## src/rtl/csniff_pkg.sv

```systemverilog
`timescale 1ns / 1ps
// ---------------------------------------------------------------------------
// csniff_pkg
// Types, charset codes and per-byte judging functions for the Japanese
// charset sniffer.
// ---------------------------------------------------------------------------
package csniff_pkg;

   localparam logic [2:0] CS_UNKNOWN = 3'd0;
   localparam logic [2:0] CS_JIS     = 3'd1;
   localparam logic [2:0] CS_UTF8    = 3'd2;
   localparam logic [2:0] CS_UTF8N   = 3'd3;
   localparam logic [2:0] CS_SJIS    = 3'd4;
   localparam logic [2:0] CS_EUCJP   = 3'd5;

   typedef struct packed {
      logic [7:0] la0;
      logic [7:0] la1;
      logic [1:0] fill;
      logic       alive;
      logic [2:0] cont;
      logic [1:0] gap;
      logic       seen_any;
      logic [2:0] early;
      logic [2:0] scan_verdict;
      logic       scan_decided;
      logic       euc_pair;
      logic       ended;
   } sniff_state_type;

   localparam sniff_state_type SNIFF_RESET = '{
      la0: 8'h00, la1: 8'h00, fill: 2'd0, alive: 1'b1, cont: 3'd0, gap: 2'd0,
      seen_any: 1'b0, early: CS_UNKNOWN, scan_verdict: CS_UNKNOWN,
      scan_decided: 1'b0, euc_pair: 1'b0, ended: 1'b0};

   function automatic logic [3:0] lead_ones(logic [7:0] b);
      logic [3:0] n;
      logic       stop;
      n = 4'd0;
      stop = 1'b0;
      for (int i = 7; i >= 0; i--) begin
         if (!stop && b[i]) begin
            n = n + 4'd1;
         end else begin
            stop = 1'b1;
         end
      end
      return n;
   endfunction

   function automatic logic in_range(logic [7:0] v, logic [7:0] lo, logic [7:0] hi);
      return (v >= lo) && (v <= hi);
   endfunction

   function automatic logic [1:0] gap_inc(logic [1:0] g);
      return (g < 2'd2) ? g + 2'd1 : g;
   endfunction

   // Judges one text position on its three-byte window.
   function automatic sniff_state_type judge(sniff_state_type s, logic [7:0] c,
                                             logic [7:0] d, logic [7:0] e);
      sniff_state_type r;
      logic [3:0]      n;
      logic            done;
      logic            skip;
      r = s;
      n = lead_ones(c);
      done = (r.early != CS_UNKNOWN);
      skip = 1'b0;
      if (!done && r.alive) begin
         if (c == 8'h1B && d == 8'h24) begin
            r.early = CS_JIS;
            done = 1'b1;
         end else if (c == 8'hEF && d == 8'hBB && e == 8'hBF) begin
            r.early = CS_UTF8;
            done = 1'b1;
         end else if (r.cont != 3'd0) begin
            if (n == 4'd1) begin
               r.cont = r.cont - 3'd1;
               if (r.cont != 3'd0) begin
                  r.gap = gap_inc(r.gap);
               end
               r.seen_any = 1'b1;
            end else begin
               r.alive = 1'b0;
            end
         end else if (n == 4'd0) begin
            if (c == 8'h0A) begin
               r.gap = r.seen_any ? 2'd2 : 2'd1;
            end
            r.seen_any = 1'b1;
         end else if (n == 4'd1) begin
            r.alive = 1'b0;
         end else begin
            r.cont = 3'(n - 4'd1);
            r.gap = gap_inc(r.gap);
            r.seen_any = 1'b1;
         end
      end
      if (!done && !r.scan_decided) begin
         if (in_range(c, 8'hA1, 8'hFE) && in_range(d, 8'hA1, 8'hFE)) begin
            r.euc_pair = 1'b1;
         end
         if (c == 8'h8E && in_range(d, 8'hA1, 8'hDF)) begin
            if (e == 8'h8E) begin
               r.scan_verdict = CS_EUCJP;
               r.scan_decided = 1'b1;
               skip = 1'b1;
            end
         end else if (c != 8'h8E && in_range(d, 8'h80, 8'hA0)) begin
            r.scan_verdict = CS_SJIS;
            r.scan_decided = 1'b1;
            skip = 1'b1;
         end
         if (!skip && c == 8'h8F) begin
            if (in_range(d, 8'hA1, 8'hFE) && in_range(e, 8'hA1, 8'hFE)) begin
               if (d == 8'hFD || d == 8'hFE || e == 8'hFD || e == 8'hFE) begin
                  r.scan_verdict = CS_EUCJP;
                  r.scan_decided = 1'b1;
               end
            end else if (in_range(d, 8'h80, 8'hA0) && in_range(e, 8'h80, 8'hA0)) begin
               r.scan_verdict = CS_SJIS;
               r.scan_decided = 1'b1;
            end
         end
      end
      return r;
   endfunction

   function automatic sniff_state_type push_byte(sniff_state_type s, logic [7:0] b);
      sniff_state_type r;
      r = s;
      if (s.fill >= 2'd2) begin
         r = judge(s, s.la0, s.la1, b);
         r.la0 = s.la1;
         r.la1 = b;
      end else begin
         if (s.fill[0]) begin
            r.la1 = b;
         end else begin
            r.la0 = b;
         end
         r.fill = s.fill + 2'd1;
      end
      return r;
   endfunction

   function automatic sniff_state_type end_text(sniff_state_type s);
      sniff_state_type r;
      r = s;
      if (s.fill >= 2'd2) begin
         r = judge(r, s.la0, s.la1, 8'h00);
         r = judge(r, s.la1, 8'h00, 8'h00);
      end else if (s.fill == 2'd1) begin
         r = judge(r, s.la0, 8'h00, 8'h00);
      end
      r.fill = 2'd0;
      r.ended = 1'b1;
      return r;
   endfunction

   function automatic logic [2:0] verdict(sniff_state_type s);
      logic [2:0] v;
      v = s.euc_pair ? CS_EUCJP : CS_UNKNOWN;
      if (s.scan_decided) begin
         v = s.scan_verdict;
      end
      if (s.alive && s.cont == 3'd0) begin
         if (s.gap == 2'd0) begin
            v = CS_UNKNOWN;
         end else if (s.gap >= 2'd2) begin
            v = CS_UTF8N;
         end
      end
      if (s.early != CS_UNKNOWN) begin
         v = s.early;
      end
      return v;
   endfunction

endpackage

```

## src/rtl/charset_sniffer_utf8_sjis_eucjp_core.sv

```systemverilog
`timescale 1ns / 1ps
// ---------------------------------------------------------------------------
// charset_sniffer_utf8_sjis_eucjp_core
// Sniffs whether a text buffer is JIS, UTF-8 (with or without BOM),
// Shift-JIS or EUC-JP, one byte per word.
// ---------------------------------------------------------------------------
// Usage:
// The req channel carries one text byte per word plus an is_last flag that
// marks the final word of a buffer. A zero byte ends the text; bytes after
// it are ignored until the word with is_last. The rsp channel carries one
// charset code per buffer, produced only for the word with is_last.
// Each accepted word enters an input register; from there the judging
// logic folds it into the sniffer state over a three-byte window. The code
// for the last word is loaded into the result register, which drives rsp.
// Throughput is one word per cycle. The only stall source is the result
// register: when it holds a code that rsp has not taken, a last word waits
// in the input register, and req_ready drops until the code is taken.
// Ordinary words keep flowing while a code waits.
// After the last word the sniffer state returns to its reset value, so the
// next buffer can follow in the next cycle. Reset empties both registers.
// ---------------------------------------------------------------------------
module charset_sniffer_utf8_sjis_eucjp_core (
   input  logic       clock,
   input  logic       reset,
   input  logic       req_valid,
   output logic       req_ready,
   input  logic [7:0] req_text_byte,
   input  logic       req_is_last,
   output logic       rsp_valid,
   input  logic       rsp_ready,
   output logic [2:0] rsp_charset_code
);

   csniff_pkg::sniff_state_type state_ff, state_in, step_st;
   logic       in_valid_ff, in_valid_in;
   logic [7:0] in_byte_ff;
   logic       in_last_ff;
   logic       rsp_valid_ff, rsp_valid_in;
   logic [2:0] rsp_code_ff, rsp_code_in;
   logic       advance;

   assign advance   = in_valid_ff && (!in_last_ff || !rsp_valid_ff || rsp_ready);
   assign req_ready = !in_valid_ff || advance;

   always_comb begin
      step_st = state_ff;
      if (!state_ff.ended) begin
         if (in_byte_ff == 8'h00) begin
            step_st = csniff_pkg::end_text(state_ff);
         end else begin
            step_st = csniff_pkg::push_byte(state_ff, in_byte_ff);
         end
      end
      if (in_last_ff && !step_st.ended) begin
         step_st = csniff_pkg::end_text(step_st);
      end
   end

   always_comb begin
      state_in     = state_ff;
      rsp_valid_in = rsp_valid_ff && !rsp_ready;
      rsp_code_in  = rsp_code_ff;
      in_valid_in  = in_valid_ff && !advance;
      if (req_valid && req_ready) begin
         in_valid_in = 1'b1;
      end
      if (advance) begin
         state_in = step_st;
         if (in_last_ff) begin
            state_in     = csniff_pkg::SNIFF_RESET;
            rsp_valid_in = 1'b1;
            rsp_code_in  = csniff_pkg::verdict(step_st);
         end
      end
   end

   always_ff @(posedge clock) begin
      if (reset) begin
         state_ff     <= csniff_pkg::SNIFF_RESET;
         in_valid_ff  <= 1'b0;
         rsp_valid_ff <= 1'b0;
      end else begin
         state_ff     <= state_in;
         in_valid_ff  <= in_valid_in;
         rsp_valid_ff <= rsp_valid_in;
      end
   end

   always_ff @(posedge clock) begin
      if (req_valid && req_ready) begin
         in_byte_ff <= req_text_byte;
         in_last_ff <= req_is_last;
      end
      rsp_code_ff <= rsp_code_in;
   end

   assign rsp_valid        = rsp_valid_ff;
   assign rsp_charset_code = rsp_code_ff;

`ifndef SYNTHESIS
   a_last_gives_rsp: assert property (@(posedge clock) disable iff (reset)
      advance && in_last_ff |=> rsp_valid_ff)
      else $error("Last word did not load a result.");

   a_last_resets_state: assert property (@(posedge clock) disable iff (reset)
      advance && in_last_ff |=> state_ff == csniff_pkg::SNIFF_RESET)
      else $error("State not cleared after last word.");

   a_fill_bound: assert property (@(posedge clock) disable iff (reset)
      state_ff.fill <= 2'd2)
      else $error("Lookahead fill out of range.");

   a_held_word_stable: assert property (@(posedge clock) disable iff (reset)
      in_valid_ff && !advance |=> in_valid_ff && $stable(in_byte_ff)
      && $stable(in_last_ff))
      else $error("Held input word changed.");
`endif

endmodule
```

## config.mk

```make
export PLATFORM = sky130hd
export DESIGN_NAME = charset_sniffer_utf8_sjis_eucjp_core
export DESIGN_NICKNAME = d
export VERILOG_FILES = /design/src/rtl/csniff_pkg.sv /design/src/rtl/charset_sniffer_utf8_sjis_eucjp_core.sv
export SDC_FILE = /design/constraint.sdc
export NUM_CORES = 1
export LEC_CHECK = 0
export BUFFER_PORTS_ARGS = -buffer_cell sky130_fd_sc_hd__buf_4
export CAP_MARGIN = 20
export CORE_ASPECT_RATIO = 0.75
export CORE_UTILIZATION = 30
export CTS_CLUSTER_DIAMETER = 150
export DETAILED_ROUTE_END_ITERATION = 12
export GPL_ROUTABILITY_DRIVEN = 0
export GPL_TIMING_DRIVEN = 1
export SYNTH_ARGS = -nofsm -noshare
export SYNTH_HDL_FRONTEND = slang
export SYNTH_SLANG_ARGS = --single-unit
```

## constraint.sdc

```tcl
create_clock -name clock -period 13.2 [get_ports clock]
set_input_delay 2.64 -clock clock [delete_from_list [all_inputs] [get_ports clock]]
set_output_delay 2.64 -clock clock [all_outputs]
set_load 0.01 [all_outputs]
```

==> results.yml, run 1 <==
detailed_routing:
  post_drt_wl_per_cell_microns: 18.9
  finalWirelength_mm: 23.7
  vias_per_cell: 6.12
  ant_nets: 0
  first_pass_iters: 7
  remaining_drc_errors: 0
  num_vias: 7661
  drtIter0Drc: 882
clock_network:
  clk_pin_slew_ns: 0.07
  h-tree-depth: 2
  clkLatencyLatePin_ns: 0.31
  cts_setup_buffers: 0
  cts_root_buffer: "clkbuf_16"
  clockBufferDepth: 2
  ctsResizeCount: 0
  holdBufCountCts: 0
  clock_sink_count: 48
  numCtsBuffers: 5
  cts_tree: "yes"
critical_path:
  worstSetupPathType: "reg -> reg"
  worstPathRequired_ns: 13.26
  path_common_cell: "ha_1"
  start_kind: "register"
  cpMaxStageDelayCell: "a211oi_1"
  worstPathMaxFanout: 14
  crit_path_end_kind: "register"
  cp_slowest_stage_delay_ns: 0.64
  critical_path_arrival_ns: 11.22
placed_design:
  dp_slack_ns: 2.24
  placed_cell_area_sq_um: 7380
  place.port_buffers: 17
  hpwl_mm: 18.3
cells_and_area:
  diodes: 0
  drive_gt1_frac: 0.0861
  finalNetCount: 1013
  areaGrowthSynthToFinish_pct: 6.63
  multiInputGateArea_sq_um: 5570
  num-fill-cells: 2530
  seqCellArea_sq_um: 1080
  postLayoutCellArea_sq_um: 7530
global_route:
  grt.total_usage: 0.200
  antenna_found_initial: 0
  overflow: 0
  grt_use_met1: 0.285
  grt_pass1_vias: 7129
  grt.busiest_layer: "met2"
  met3_usage: 0.0664
  grt_pass1_wl_mm: 38.4
  grt_max_degree: 34
  gr-usage-met2: 0.291
synthesis:
  async_flop_share: 0
  yosysSeqAreaShare: 0.153
  synthCells: 973
  syn_nets: 1035
  synth-edff-count: 12
  syn_area_per_cell_sq_um: 7.26
  synth-seq-cells: 48
  netlist_area_sq_um: 7060
  yosysWarnings: 0
  synth_ff_type: "dfxtp_1"
  synth_cell_types: 98
job:
  max_cap_viol_count: 0
floorplanning:
  die_w_microns: 179
  initial_utilization: 0.306
  core_area_sq_um: 23100
  ios: 18
  die_area_sq_um: 24200
  fp-row-count: 48
  die_h_microns: 135
sta:
  relSlewSlack: 0.288
  fmax_mhz: 89.6
  fin_worst_skew_ns: 0.00830
  max_slew.worst_pin.slew_ns: 1.06
  rsz0062_at_grt: "false"
  hold_viol: 0
  setup_viol: 0
  maxSlewViolCount: 0
  post-route-period-util: 0.845
  period_minus_slack_ns: 11.16
  fin_setup_tns_ns: 0
  hold_ws_ns: 0.480
  setup_ws_ns: 2.04
power_and_ir_drop:
  total_power_uw: 425
  peakVddDrop_mv: 0.0469
  power.density_nw_per_um2: 56.4
  power.leakage_nw: 2.84
min_path:
  hold_path.class: "reg -> reg"
run_status:
  status: "finished, final reports clean"
[cell type report]
type | instances | share of cell area
flip-flops and latches | 48 | 0.144
multi-input cells | 827 | 0.740
inverters | 44 | 0.0219
clock buffers | 6 | 0.0171
clock inverters | 2 | 0.00216
repair buffers | 25 | 0.0249
well taps | 300 | 0.0499
[synthesized netlist by cell type (all sizes together), types with 5 or more instances]
master   number  share of area
o311ai        5         0.0062
o211ai       10          0.013
nor2        107          0.058
and2         14          0.012
nor2b        10         0.0089
inv          43          0.023
o31a          5         0.0062
mux2         17          0.027
buf          18          0.015
nand2        95          0.051
a21oi        47          0.033
a221oi        5         0.0071
a21boi       12          0.014
nor4b         5         0.0071
dfxtp        36           0.10
or3          10         0.0096
and3         18          0.016
or2           7         0.0062
or4          11          0.013
o2111ai       7         0.0087
a22oi        31          0.033
a2bb2oi       5         0.0071
a31oi        17          0.015
ha           49          0.087
and4          5         0.0062
edfxtp       12          0.051
nand2b       11         0.0097
nand4        10         0.0097
a221o         6         0.0085
o221ai        8         0.0099
nor3b         6         0.0064
a211oi        9         0.0096
nor4         21          0.023
o21a         10          0.011
clkbuf       36          0.019
nand3        37          0.026
mux2i        32          0.049
nor3         30          0.021
xnor2        12          0.015
o21ai        67          0.050
o22ai        10         0.0089
[worst max-delay path, delay by kind of cell, from the launching register on]
family	cells	cell delay [ns]
buffers and inverters	2	0.27
and+or+nand+nor	7	1.54
muxes	4	0.79
AOI/OAI and AO/OA	19	5.17
adders and majority gates	9	2.53
DFF	1	0.58
[layer usage]
| layer | routed length (microns) | part of all wire |
|---|---|---|
| met1 | 10900 | 0.46 |
| met2 | 9680 | 0.41 |
| met3 | 2860 | 0.12 |
| met4 | 242 | 0.010 |
| met5 | 0 | 0 |
[logic make-up (layout without fill, tap and decap cells)]
| group | count (synthesis) | count (layout) | synth area share |
|---|---|---|---|
| AND/OR/NAND/NOR | 410 | 410 | 0.301 |
| adder cells (fa/ha/maj) | 49 | 49 | 0.0868 |
| XOR/XNOR | 16 | 16 | 0.0218 |
| buffers and inverters | 98 | 77 | 0.0574 |
| multiplexers | 49 | 49 | 0.0766 |
| flip-flops | 48 | 48 | 0.153 |
| AO/OA/AOI/OAI | 303 | 303 | 0.303 |
[flip-flops by register name, summed over array words and instances, names as in the netlist]
name / count
in_byte_ff: 8
rsp_charset_code: 3
in_valid_ff: 1
in_last_ff: 1
state_ff: 34
rsp_valid: 1
[report_power, final]
part           switching (mW)  internal (mW)  leakage, nW  total, mW
Clock                  0.0631         0.0709       0.0671      0.134
Sequential            0.00993          0.154        0.407      0.164
Combinational          0.0787         0.0481         2.36      0.127
[stage by stage]
step / std cells / utilization
after detailed placement: 1243 / 0.320
after CTS: 1251 / 0.326
after floorplan: 973 / -
after global routing: 1252 / 0.326
final: 1252 / 0.326
after global placement: 1243 / 0.320
[path summary, 6_finish.rpt]
| path | slack [ns] | to | from | depth (start not counted) |
|---|---|---|---|---|
| max reg2reg | 2.04 | rsp_charset_code[2] | state_ff[33] | 41 |
| min | 0.48 | state_ff[4] | state_ff[4] | 1 |
| min reg2reg | 0.48 | state_ff[4] | state_ff[4] | 1 |
| max | 2.04 | rsp_charset_code[2] | state_ff[33] | 41 |
[cell usage in the layout (no fill, tap or decap), drive strengths merged, types with 11 or more instances in the layout]
cell	instances
a21boi	12
a21oi	47
a22oi	31
a31oi	17
and2	14
and3	18
buf	25
dfxtp	36
edfxtp	12
ha	49
inv	43
mux2	17
mux2i	32
nand2	95
nand2b	11
nand3	37
nor2	107
nor3	30
nor4	21
o21ai	67
or4	11
xnor2	12
Power figures use the tool's default switching activity.
==> inputs of run 2 (changes only) <==
clock period = 11.1 ns   (was 13.2 ns; I/O delays follow)
==> run 2 against run 1 <==
Effect of this change: worst setup slack worse by 1.2 ns; clock-buffer cell count rose by 1; clock skew hardly changed; clock power grew 13%; critical endpoint unchanged; first-iteration DRC count grew 11%; routed wire length rose by 1.1%; highest routed layer unchanged; largest power group unchanged; combinational power grew 21%; die area is the same.
==> results.yml, run 2 (synthesized netlist as in run 1, its figures left out) <==
critical_path:
  start_kind: "register"
  cp_slowest_stage_delay_ns: 0.50
  regToRegStartpoint: "state_ff[31]"
  cp.buffers_inverters: 5
  r2r_cells: 43
  worstSetupPathType: "reg -> reg"
  worstPathRequired_ns: 11.15
  reg2reg_to: "rsp_charset_code[2]"
  path_common_cell: "ha_1"
  crit_path_end_kind: "register"
  crit_family: "compound AO/OA/AOI/OAI gates"
  cpMaxStageDelayCell: "or4_1"
  critical_path_arrival_ns: 10.32
  worstPathMaxFanout: 14
  rrSetupSlack_ns: 0.84
power_and_ir_drop:
  power.share.sequential: 0.389
  power.leakage_nw: 2.88
  p_clk_frac: 0.304
  peakVddDrop_mv: 0.0671
  total_power_uw: 501
  power.density_nw_per_um2: 65.8
  p_sw_uw: 175
  p_sw_frac: 0.349
  power_frac_comb: 0.307
  p_int_uw: 326
floorplanning:
  ios: 18
  die_h_microns: 135
  initial_utilization: 0.306
  core_area_sq_um: 23100
  fp-row-count: 48
  die_w_microns: 179
  die_area_sq_um: 24200
sta:
  max_slew.worst_pin.slew_ns: 1.06
  setup_ws_ns: 0.838
  fin_worst_skew_ns: 0.00810
  fmax_mhz: 97.4
  hold_viol: 0
  setup_viol: 0
  period_minus_slack_ns: 10.26
  relSlewSlack: 0.290
  fin_setup_tns_ns: 0
  maxSlewViolCount: 0
  rsz0062_at_grt: "false"
  post-route-period-util: 0.924
  hold_ws_ns: 0.476
clock_network:
  clockBufferDepth: 2
  clock_sink_count: 48
  cts_tree: "yes"
  holdBufCountCts: 0
  numCtsBuffers: 5
  cts_root_buffer: "clkbuf_16"
  h-tree-depth: 2
  clkLatencyLatePin_ns: 0.30
  clk_pin_slew_ns: 0.07
min_path:
  holdPathStages: 1
  whs_endpoint: "state_ff[5]"
  min_from: "state_ff[5]"
  hold_path.class: "reg -> reg"
global_route:
  antenna_found_initial: 0
  grt_pass1_vias: 7036
  overflow: 0
  grt_pass1_wl_mm: 38.5
  grt.total_usage: 0.200
  grt_max_degree: 34
cells_and_area:
  drive_gt1_frac: 0.102
  mostFrequentLayoutCells: "106 x nor2_1, 95 x nand2_1, 57 x o21ai_0"
  areaGrowthSynthToFinish_pct: 7.81
  diodes: 0
  postLayoutCellArea_sq_um: 7610
  largest_register: "state_ff"
  final_common_cell: "nor2_1"
  finalNonFillerCells: 1260
  largest_reg_flops: 34
  finalNetCount: 1021
  fin_util: 0.330
job:
  max_cap_viol_count: 0
detailed_routing:
  ant_nets: 0
  finalWirelength_mm: 23.9
  drtIter0Drc: 980
  num_vias: 7747
  vias_per_cell: 6.15
  post_drt_wl_per_cell_microns: 19.0
  remaining_drc_errors: 0
  first_pass_iters: 6
placed_design:
  place.port_buffers: 17
  dp_slack_ns: 0.443
  place_inst: 1247
  hpwl_mm: 18.2
  placed_cell_area_sq_um: 7410
run_status:
  status: "finished, final reports clean"
## run 2: changes by cell type in the layout (fill, tap and decap cells not counted), sizes merged
cell      before  now
clkinvlp       1    0
clkbuf         6    7
buf           25   33
## run 2: worst max-delay path by stage
stage,from,endpoint,slack [ns],cells past startpoint
final,state_ff[31],rsp_charset_code[2],0.84,43
after global routing,state_ff[31],rsp_charset_code[2],0.01,41
after CTS,state_ff[31],rsp_charset_code[2],0.36,42
after detailed placement,state_ff[31],rsp_charset_code[2],0.44,42
after global placement,state_ff[31],rsp_charset_code[2],0.82,42
after floorplan,state_ff[33],rsp_charset_code[2],1.27,45
## run 2: power groups by stage
| stage | clock (mW) | sequential (mW) | combinational [mW] |
|---|---|---|---|
| finish | 0.152 | 0.195 | 0.154 |
| detailed placement | 0 | 0.199 | 0.146 |
| global route | 0.164 | 0.196 | 0.170 |
| floorplan | 0 | 0.190 | 0.118 |
| global placement | 0 | 0.198 | 0.145 |
| CTS | 0.156 | 0.195 | 0.147 |
## run 2: routing by layer
metal | GRT usage | vias to the layer above | wire length [microns]
met2 | 0.289 | 400 | 9800
met3 | 0.0490 | 34 | 2410
met1 | 0.294 | 3641 | 11300
met5 | 0 | - | 0
met4 | 0.0514 | 0 | 437
li1 | - | 3672 | -
## run 2: final cells by class
| cell class | instances | area, sq um |
|---|---|---|
| sequential | 48 | 1080 |
| inverter | 44 | 165 |
| tap | 300 | 375 |
| clock buffer | 7 | 133 |
| clock inverter | 1 | 5.00 |
| timing repair buffer | 33 | 248 |
| multi-input combinational | 827 | 5600 |
| fill | 2494 | 15400 |
## run 2: timing repair
item,in CTS,in global routing
resized for setup,0,10
buffers inserted,0,4
setup endpoints to repair,0,3
